## config.mk

```make
export PLATFORM = sky130hd
export DESIGN_NAME = vrt_ctrl
export DESIGN_NICKNAME = d
export VERILOG_FILES = /design/src/rtl/vrt_pkg.sv /design/src/rtl/vrt_ctrl.sv
export SDC_FILE = /design/constraint.sdc
export NUM_CORES = 1
export LEC_CHECK = 0
export BUFFER_PORTS_ARGS = -buffer_cell sky130_fd_sc_hd__buf_4
export CAP_MARGIN = 10
export CORE_MARGIN = 4
export CORE_UTILIZATION = 25
export DETAILED_ROUTE_END_ITERATION = 12
export PLACE_DENSITY = 0.51
export SYNTH_ARGS = -nofsm -noshare
export SYNTH_HDL_FRONTEND = slang
export SYNTH_SLANG_ARGS = --single-unit
```

## constraint.sdc

```tcl
create_clock -name clk -period 1.37 [get_ports clk]
set_input_delay 0.137 -clock clk [delete_from_list [all_inputs] [get_ports clk]]
set_output_delay 0.137 -clock clk [all_outputs]
set_load 0.03 [all_outputs]
```

## src/rtl/vrt_pkg.sv

```systemverilog
// Package for the voxel ray walker: widths, register indexes, FSM states and
// the command/status structs that join the controller and the datapath.
// No dependencies.
package vrt_pkg;

  localparam int MAX_CELLS     = 16;
  localparam int COORD_W       = 32;
  localparam int DIR_W         = 16;
  localparam int VS_W          = 24;
  localparam int CELL_W        = 5;
  localparam int IDX_W         = 4;
  localparam int SEG_W         = 31;
  localparam int DIST_W        = 48;
  localparam int DIV_W         = 40;
  localparam int DIR_FRAC_BITS = 15;
  localparam int MAX_RESULTS   = 46;
  localparam int CNT_W         = 6;
  localparam int CFG_IDX_W     = 3;
  localparam int CFG_DATA_W    = 32;

  localparam logic [DIST_W-1:0] DIST_MAX  = '1;
  localparam logic [CNT_W-1:0]  LAST_SLOT = CNT_W'(MAX_RESULTS - 1);

  typedef enum logic [CFG_IDX_W-1:0] {
    CFG_VOXEL_SIZE,
    CFG_ORIGIN_X,
    CFG_ORIGIN_Y,
    CFG_ORIGIN_Z,
    CFG_CELLS_X,
    CFG_CELLS_Y,
    CFG_CELLS_Z
  } cfg_reg_t;

  typedef enum logic [1:0] {
    PH_INDEX,
    PH_SPACING,
    PH_BOUNDARY
  } phase_t;

  typedef enum logic [2:0] {
    ST_IDLE,
    ST_CHECK,
    ST_DIV_START,
    ST_DIV_WAIT,
    ST_WALK
  } state_t;

  typedef struct packed {
    logic       accept;
    logic       emit_flag;
    logic       div_start;
    logic       div_store;
    logic       load_max;
    logic       walk_step;
    logic [1:0] axis;
    phase_t     phase;
  } cmd_t;

  typedef struct packed {
    logic in_valid;
    logic len_pos;
    logic outside;
    logic dir_zero;
    logic div_done;
    logic out_free;
    logic walk_last;
  } status_t;

  // Zero counts as one cell, anything above the map size as the map size.
  function automatic logic [CELL_W-1:0] clamp_cells(input logic [CELL_W-1:0] c);
    logic [CELL_W-1:0] r;
    r = c;
    if (c == '0) r = CELL_W'(1);
    else if (c > CELL_W'(MAX_CELLS)) r = CELL_W'(MAX_CELLS);
    return r;
  endfunction

endpackage

```

## src/rtl/vrt_ctrl.sv

```systemverilog
// Controller of the voxel ray walker: sequences range check, per-axis
// divisions and the voxel walk. Depends on vrt_pkg.
module vrt_ctrl import vrt_pkg::*; (
  input  logic    clk,
  input  logic    rst_n,
  input  status_t status,
  output cmd_t    cmd,
  output logic    in_ready
);

  state_t     state_r, state_nxt;
  logic [1:0] axis_r, axis_nxt;
  phase_t     phase_r, phase_nxt;
  logic       adv;

  // Advance the setup cursor after a store or a saturated load
  always_comb begin
    adv = 1'b0;
    case (state_r)
      ST_DIV_START: adv = (phase_r != PH_INDEX) && status.dir_zero;
      ST_DIV_WAIT:  adv = status.div_done;
      default:      adv = 1'b0;
    endcase
  end

  // Next state
  always_comb begin
    state_nxt = state_r;
    axis_nxt  = axis_r;
    phase_nxt = phase_r;
    case (state_r)
      ST_IDLE: begin
        if (status.in_valid) state_nxt = ST_CHECK;
      end
      ST_CHECK: begin
        if (!status.len_pos) begin
          state_nxt = ST_IDLE;
        end else if (status.outside) begin
          if (status.out_free) state_nxt = ST_IDLE;
        end else begin
          state_nxt = ST_DIV_START;
          axis_nxt  = 2'd0;
          phase_nxt = PH_INDEX;
        end
      end
      ST_DIV_START: begin
        if (!adv) state_nxt = ST_DIV_WAIT;
      end
      ST_DIV_WAIT: begin
        state_nxt = ST_DIV_WAIT;
      end
      ST_WALK: begin
        if (status.out_free && status.walk_last) state_nxt = ST_IDLE;
      end
      default: state_nxt = ST_IDLE;
    endcase
    if (adv) begin
      if (phase_r == PH_BOUNDARY) begin
        phase_nxt = PH_INDEX;
        if (axis_r == 2'd2) begin
          state_nxt = ST_WALK;
        end else begin
          axis_nxt  = axis_r + 2'd1;
          state_nxt = ST_DIV_START;
        end
      end else begin
        phase_nxt = (phase_r == PH_INDEX) ? PH_SPACING : PH_BOUNDARY;
        state_nxt = ST_DIV_START;
      end
    end
  end

  // Outputs
  always_comb begin
    cmd       = '0;
    cmd.axis  = axis_r;
    cmd.phase = phase_r;
    in_ready  = 1'b0;
    case (state_r)
      ST_IDLE: begin
        in_ready   = 1'b1;
        cmd.accept = status.in_valid;
      end
      ST_CHECK: begin
        cmd.emit_flag = status.len_pos && status.outside && status.out_free;
      end
      ST_DIV_START: begin
        cmd.load_max  = adv;
        cmd.div_start = !adv;
      end
      ST_DIV_WAIT: begin
        cmd.div_store = status.div_done;
      end
      ST_WALK: begin
        cmd.walk_step = status.out_free;
      end
      default: cmd = '0;
    endcase
  end

  always_ff @(posedge clk) begin
    if (!rst_n) begin
      state_r <= ST_IDLE;
      axis_r  <= 2'd0;
      phase_r <= PH_INDEX;
    end else begin
      state_r <= state_nxt;
      axis_r  <= axis_nxt;
      phase_r <= phase_nxt;
    end
  end

endmodule

```

# Yosys cells after proc, flatten, opt, wreduce, memory -nomap -nowiden
# Index checks and enable logic that the tools add are counted.
# totals
ff_bits,7
input_bits,9
output_inout_bits,11
wordCells,58
# op_classes
add_sub_neg,1
eq_ne,10
muxes,30
n_reduce_logical,14
# op_table
cell,n
$mux W2,12
$mux W3,8
$pmux W3 S4,1
$mux W1,7
$eq A3 B2 Y1 const B,2
$ne A3 B3 Y1 const B,2
$reduce_and A3 Y1,2
$reduce_bool A2 Y1,3
$ne A5 B5 Y1 const B,1
$reduce_or A5 Y1,1
$eq A2 B2 Y1 const B,2
$logic_and A1 B1 Y1,4
$mux W4,1
$eq A3 B1 Y1 const B,1
$eq A3 B3 Y1 const B,1
$logic_not A3 Y1,1
$add A2 B1 Y2 const B,1
$logic_not A2 Y1,1
$ne A2 B1 Y1 const B,1
$pmux W1 S2,1
$reduce_or A2 Y1,1
$logic_not A1 Y1,1

# Longest topological paths before layout
# logic_depth
word_depth,6
ltp_mapped,5
ltp_nobuf,4

# Worst setup path before layout
# OpenSTA, ideal clock, no wires.
# synth_timing
kind,reg-to-output
startpoint,reg state_r[1]
endpoint,out cmd[9] (netlist name)
arrival_time_ns,1.573
t_required_ns,1.233
slack_ns,-0.340
path_stages_with_launch,4
n_path_buf,1
cell_sequence,dfxtp_1 -> buf_2 -> nor3_1 -> and2_1
# synth_rtl
element,line_no,text
"start, declared",vrt_ctrl.sv:11,"state_t state_r, state_nxt;"
"start signal, assigned",vrt_ctrl.sv:107,state_r <= state_nxt;
"end, declared",vrt_ctrl.sv:7,"output cmd_t cmd,"

==> flow_summary.toml <==
[outcome]
outcome = "completed"

[timing]
post-route-min-period_ns = 1.36
whs_ns = 0.169
hold_violations = 0
slew_viol_final = 0
slew_headroom = 0.858
finalCritPeriodShare = 0.993
max_freq_ghz = 0.735
setup_viol = 0
skew_ns = 0.00811
rsz0062_at_grt = "true"
worst_pin_slew_ns = 0.211

[pwr]
ir_drop_mv = 0.569
p_sw_frac = 0.281
p_comb_frac = 0.244
cellLeakagePower_nw = 0.326
pwr-share-clk = 0.357
seqPwrFrac = 0.400
p_per_area_mw_per_mm2 = 615
p_switching_uw = 148
intPower_uw = 378
power_uw = 525

[routing]
antenna_left = 0
drt_first_pass_iters = 4
routed_wl_mm = 1.25
routed_via_density = 4.66
wire_per_inst_um = 11.0
vias = 531
drt-initial-drc-count = 14
drc = 0

[grt]
grt_antenna_before_repair = 0
grt_max_degree = 11
grtUsageTotal = 0.102
gr-total-overflow = 0
grt_pass1_wl_mm = 2.02
grt_pass1_vias = 477

[hold_path]
hold_class = "input port to flop"
min_path_cells = 2
hold_end = "state_r[2]"
worstHoldStart = "rst_n"

[setup_path]
timing.rr.end = "state_r[2]"
path_max_fanout = 5
rrSetupSlack_ns = 0.02
critPathRequiredTime_ns = 1.23
r2r_cells = 4
cp-start-kind = "flop"
cp.arrival_ns = 1.22
rr_startpoint = "state_r[0]"
cp-end-kind = "primary output"
critPathKind = "flop to primary output"

[placement]
gp_congestion = 0.751
portBuffers = 19
hpwl_um = 963

[synth]
yosysSeqAreaShare = 0.300
ys_types = 30
syn-mean-instance-area_um2 = 7.78
syn_area_um2 = 467
yosysWarnings = 0
ys_ff_latch = 7
netlist_instances = 60
synth_fp_nets = 69

[cells_and_area]
diodes = 0
nNetsFinal = 99
area.growth.synth_to_final_pct = 83.1
layout-drive-gt1-share = 0.618

[flow_run]
cap_violations = 0

[clocking]
cts_made_buffers = 3
path_clk_slew_ns = 0.06
htree_levels = 1
clock_latency_ns = 0.25
clockBufferDepth = 2
postCtsHoldBufs = 0
cts_tree = "built"
cts_root_buf = "clkbuf_4"
clock-sinks = 7

[floorplan]
initial_utilization = 0.267
core_area_mm2 = 0.00175
rows = 15
die_h_um = 51.2
die_x_um = 51.2
io_pins = 20
die_area_mm2 = 0.00262
==> final cells by class <==
type / instances / area (um^2)
Multi-Input combinational cell: 47 / 383
Clock buffer: 3 / 22.5
Inverter: 2 / 7.51
Clock inverter: 1 / 5.00
Sequential cell: 7 / 150
Timing Repair Buffer: 29 / 255
Fill cell: 188 / 891
Tap cell: 25 / 31.3
==> flip-flops by register name (all words and copies together) (netlist names) <==
name	flops
state_r	3
axis_r	2
phase_r	2
==> worst max-delay path by stage <==
stage | start | to
after detailed placement | state_r[0] | state_r[2]
final | state_r[0] | cmd[5]
after global placement | state_r[0] | state_r[2]
after global routing | state_r[0] | state_r[2]
after floorplan | state_r[1] | cmd[9]
after CTS | state_r[0] | cmd[5]
==> worst max-delay path, cell delays in order, from the launching register on <==
cell and delay, ns:
dfxtp_4 0.35, nand2b_4 0.14, or2_4 0.27, nor2_4 0.08, buf_6 0.13
==> cell families after synthesis <==
group,Yosys count,synth area share
AO/OA/AOI/OAI,10,0.147
buffers and inverters,6,0.0697
flip-flops,7,0.300
multiplexers,2,0.0429
AND/OR/NAND/NOR,35,0.440
==> layer usage <==
layer | GRT usage | share of wire | vias to the layer above | wire length [um]
met3 | 0.0437 | 0.049 | 0 | 62
met4 | 0.0269 | 0 | 0 | 0
met5 | 0 | 0 | - | 0
li1 | - | - | 269 | -
met1 | 0.122 | 0.44 | 248 | 546
met2 | 0.167 | 0.51 | 14 | 644
==> what timing repair did <==
action	4_1_cts	5_1_grt
setup buffers	1	0
gates resized for setup	5	30
pin swaps	1	5
endpoints found under the setup margin	11	13
==> power groups by stage <==
stage	clock network [mW]	registers, mW	logic (mW)
floorplan	0	0.213	0.0613
global placement	0	0.215	0.108
detailed placement	0	0.216	0.107
CTS	0.199	0.212	0.108
global route	0.210	0.211	0.139
finish	0.187	0.210	0.128
==> cells in the mapped netlist (all sizes together) <==
| master | instances | area, um^2 |
|---|---|---|
| nor3b | 2 | 20.0 |
| or2 | 1 | 6.26 |
| nand4 | 1 | 6.26 |
| o21ai | 1 | 5.00 |
| a31oi | 1 | 6.26 |
| or4 | 1 | 7.51 |
| nand2 | 6 | 22.5 |
| mux2i | 2 | 20.0 |
| nor3 | 2 | 10.0 |
| dfxtp | 7 | 140 |
| o2111ai | 1 | 8.76 |
| nor4 | 1 | 6.26 |
| nand2b | 4 | 32.5 |
| nor4b | 1 | 8.76 |
| and3 | 1 | 6.26 |
| inv | 2 | 7.51 |
| buf | 4 | 25.0 |
| a21oi | 3 | 15.0 |
| a2111o | 1 | 11.3 |
| nor2b | 1 | 6.26 |
| o31ai | 2 | 15.0 |
| nand3 | 2 | 10.0 |
| o21a | 1 | 7.51 |
| nand4b | 1 | 8.76 |
| and2 | 5 | 31.3 |
| nor2 | 6 | 22.5 |
==> layout by cell type (no fill, tap or decap) <==
cell	count
dfxtp_2	2
nor2_4	2
dfxtp_1	3
o21ai_4	1
o21a_1	1
and2_1	1
mux2i_1	2
nand2b_1	2
nor2b_2	1
o2111ai_1	1
or2_4	1
a31oi_1	1
nor3b_1	1
nand4b_1	1
buf_4	19
a2111o_1	1
dfxtp_4	2
nand2_1	6
nor4_2	1
a21oi_1	2
nand3_1	2
nor3_4	2
buf_6	10
nor2_2	1
and3_4	1
nor4b_1	1
and2_4	4
clkbuf_4	3
a21oi_2	1
clkinv_2	1
o31ai_1	2
or4_1	1
inv_1	2
nor2_1	3
nand2b_4	2
nand4_1	1
nor3b_2	1
==> metrics by stage <==
stage / area, um^2 / cells / setup WS, ns / TNS, ns / utilization
floorplan: 483 / 60 / -0.0569 / -0.100 / -
global placement: 699 / 109 / 0.0141 / 0 / 0.401
detailed placement: 699 / 109 / -0.0333 / -0.0845 / 0.401
CTS: 743 / 114 / -0.00931 / -0.0359 / 0.426
global route: 855 / 114 / -0.0839 / -0.566 / 0.490
finish: 855 / 114 / 0.0100 / 0 / 0.490
(Power assumes the default switching activity.)
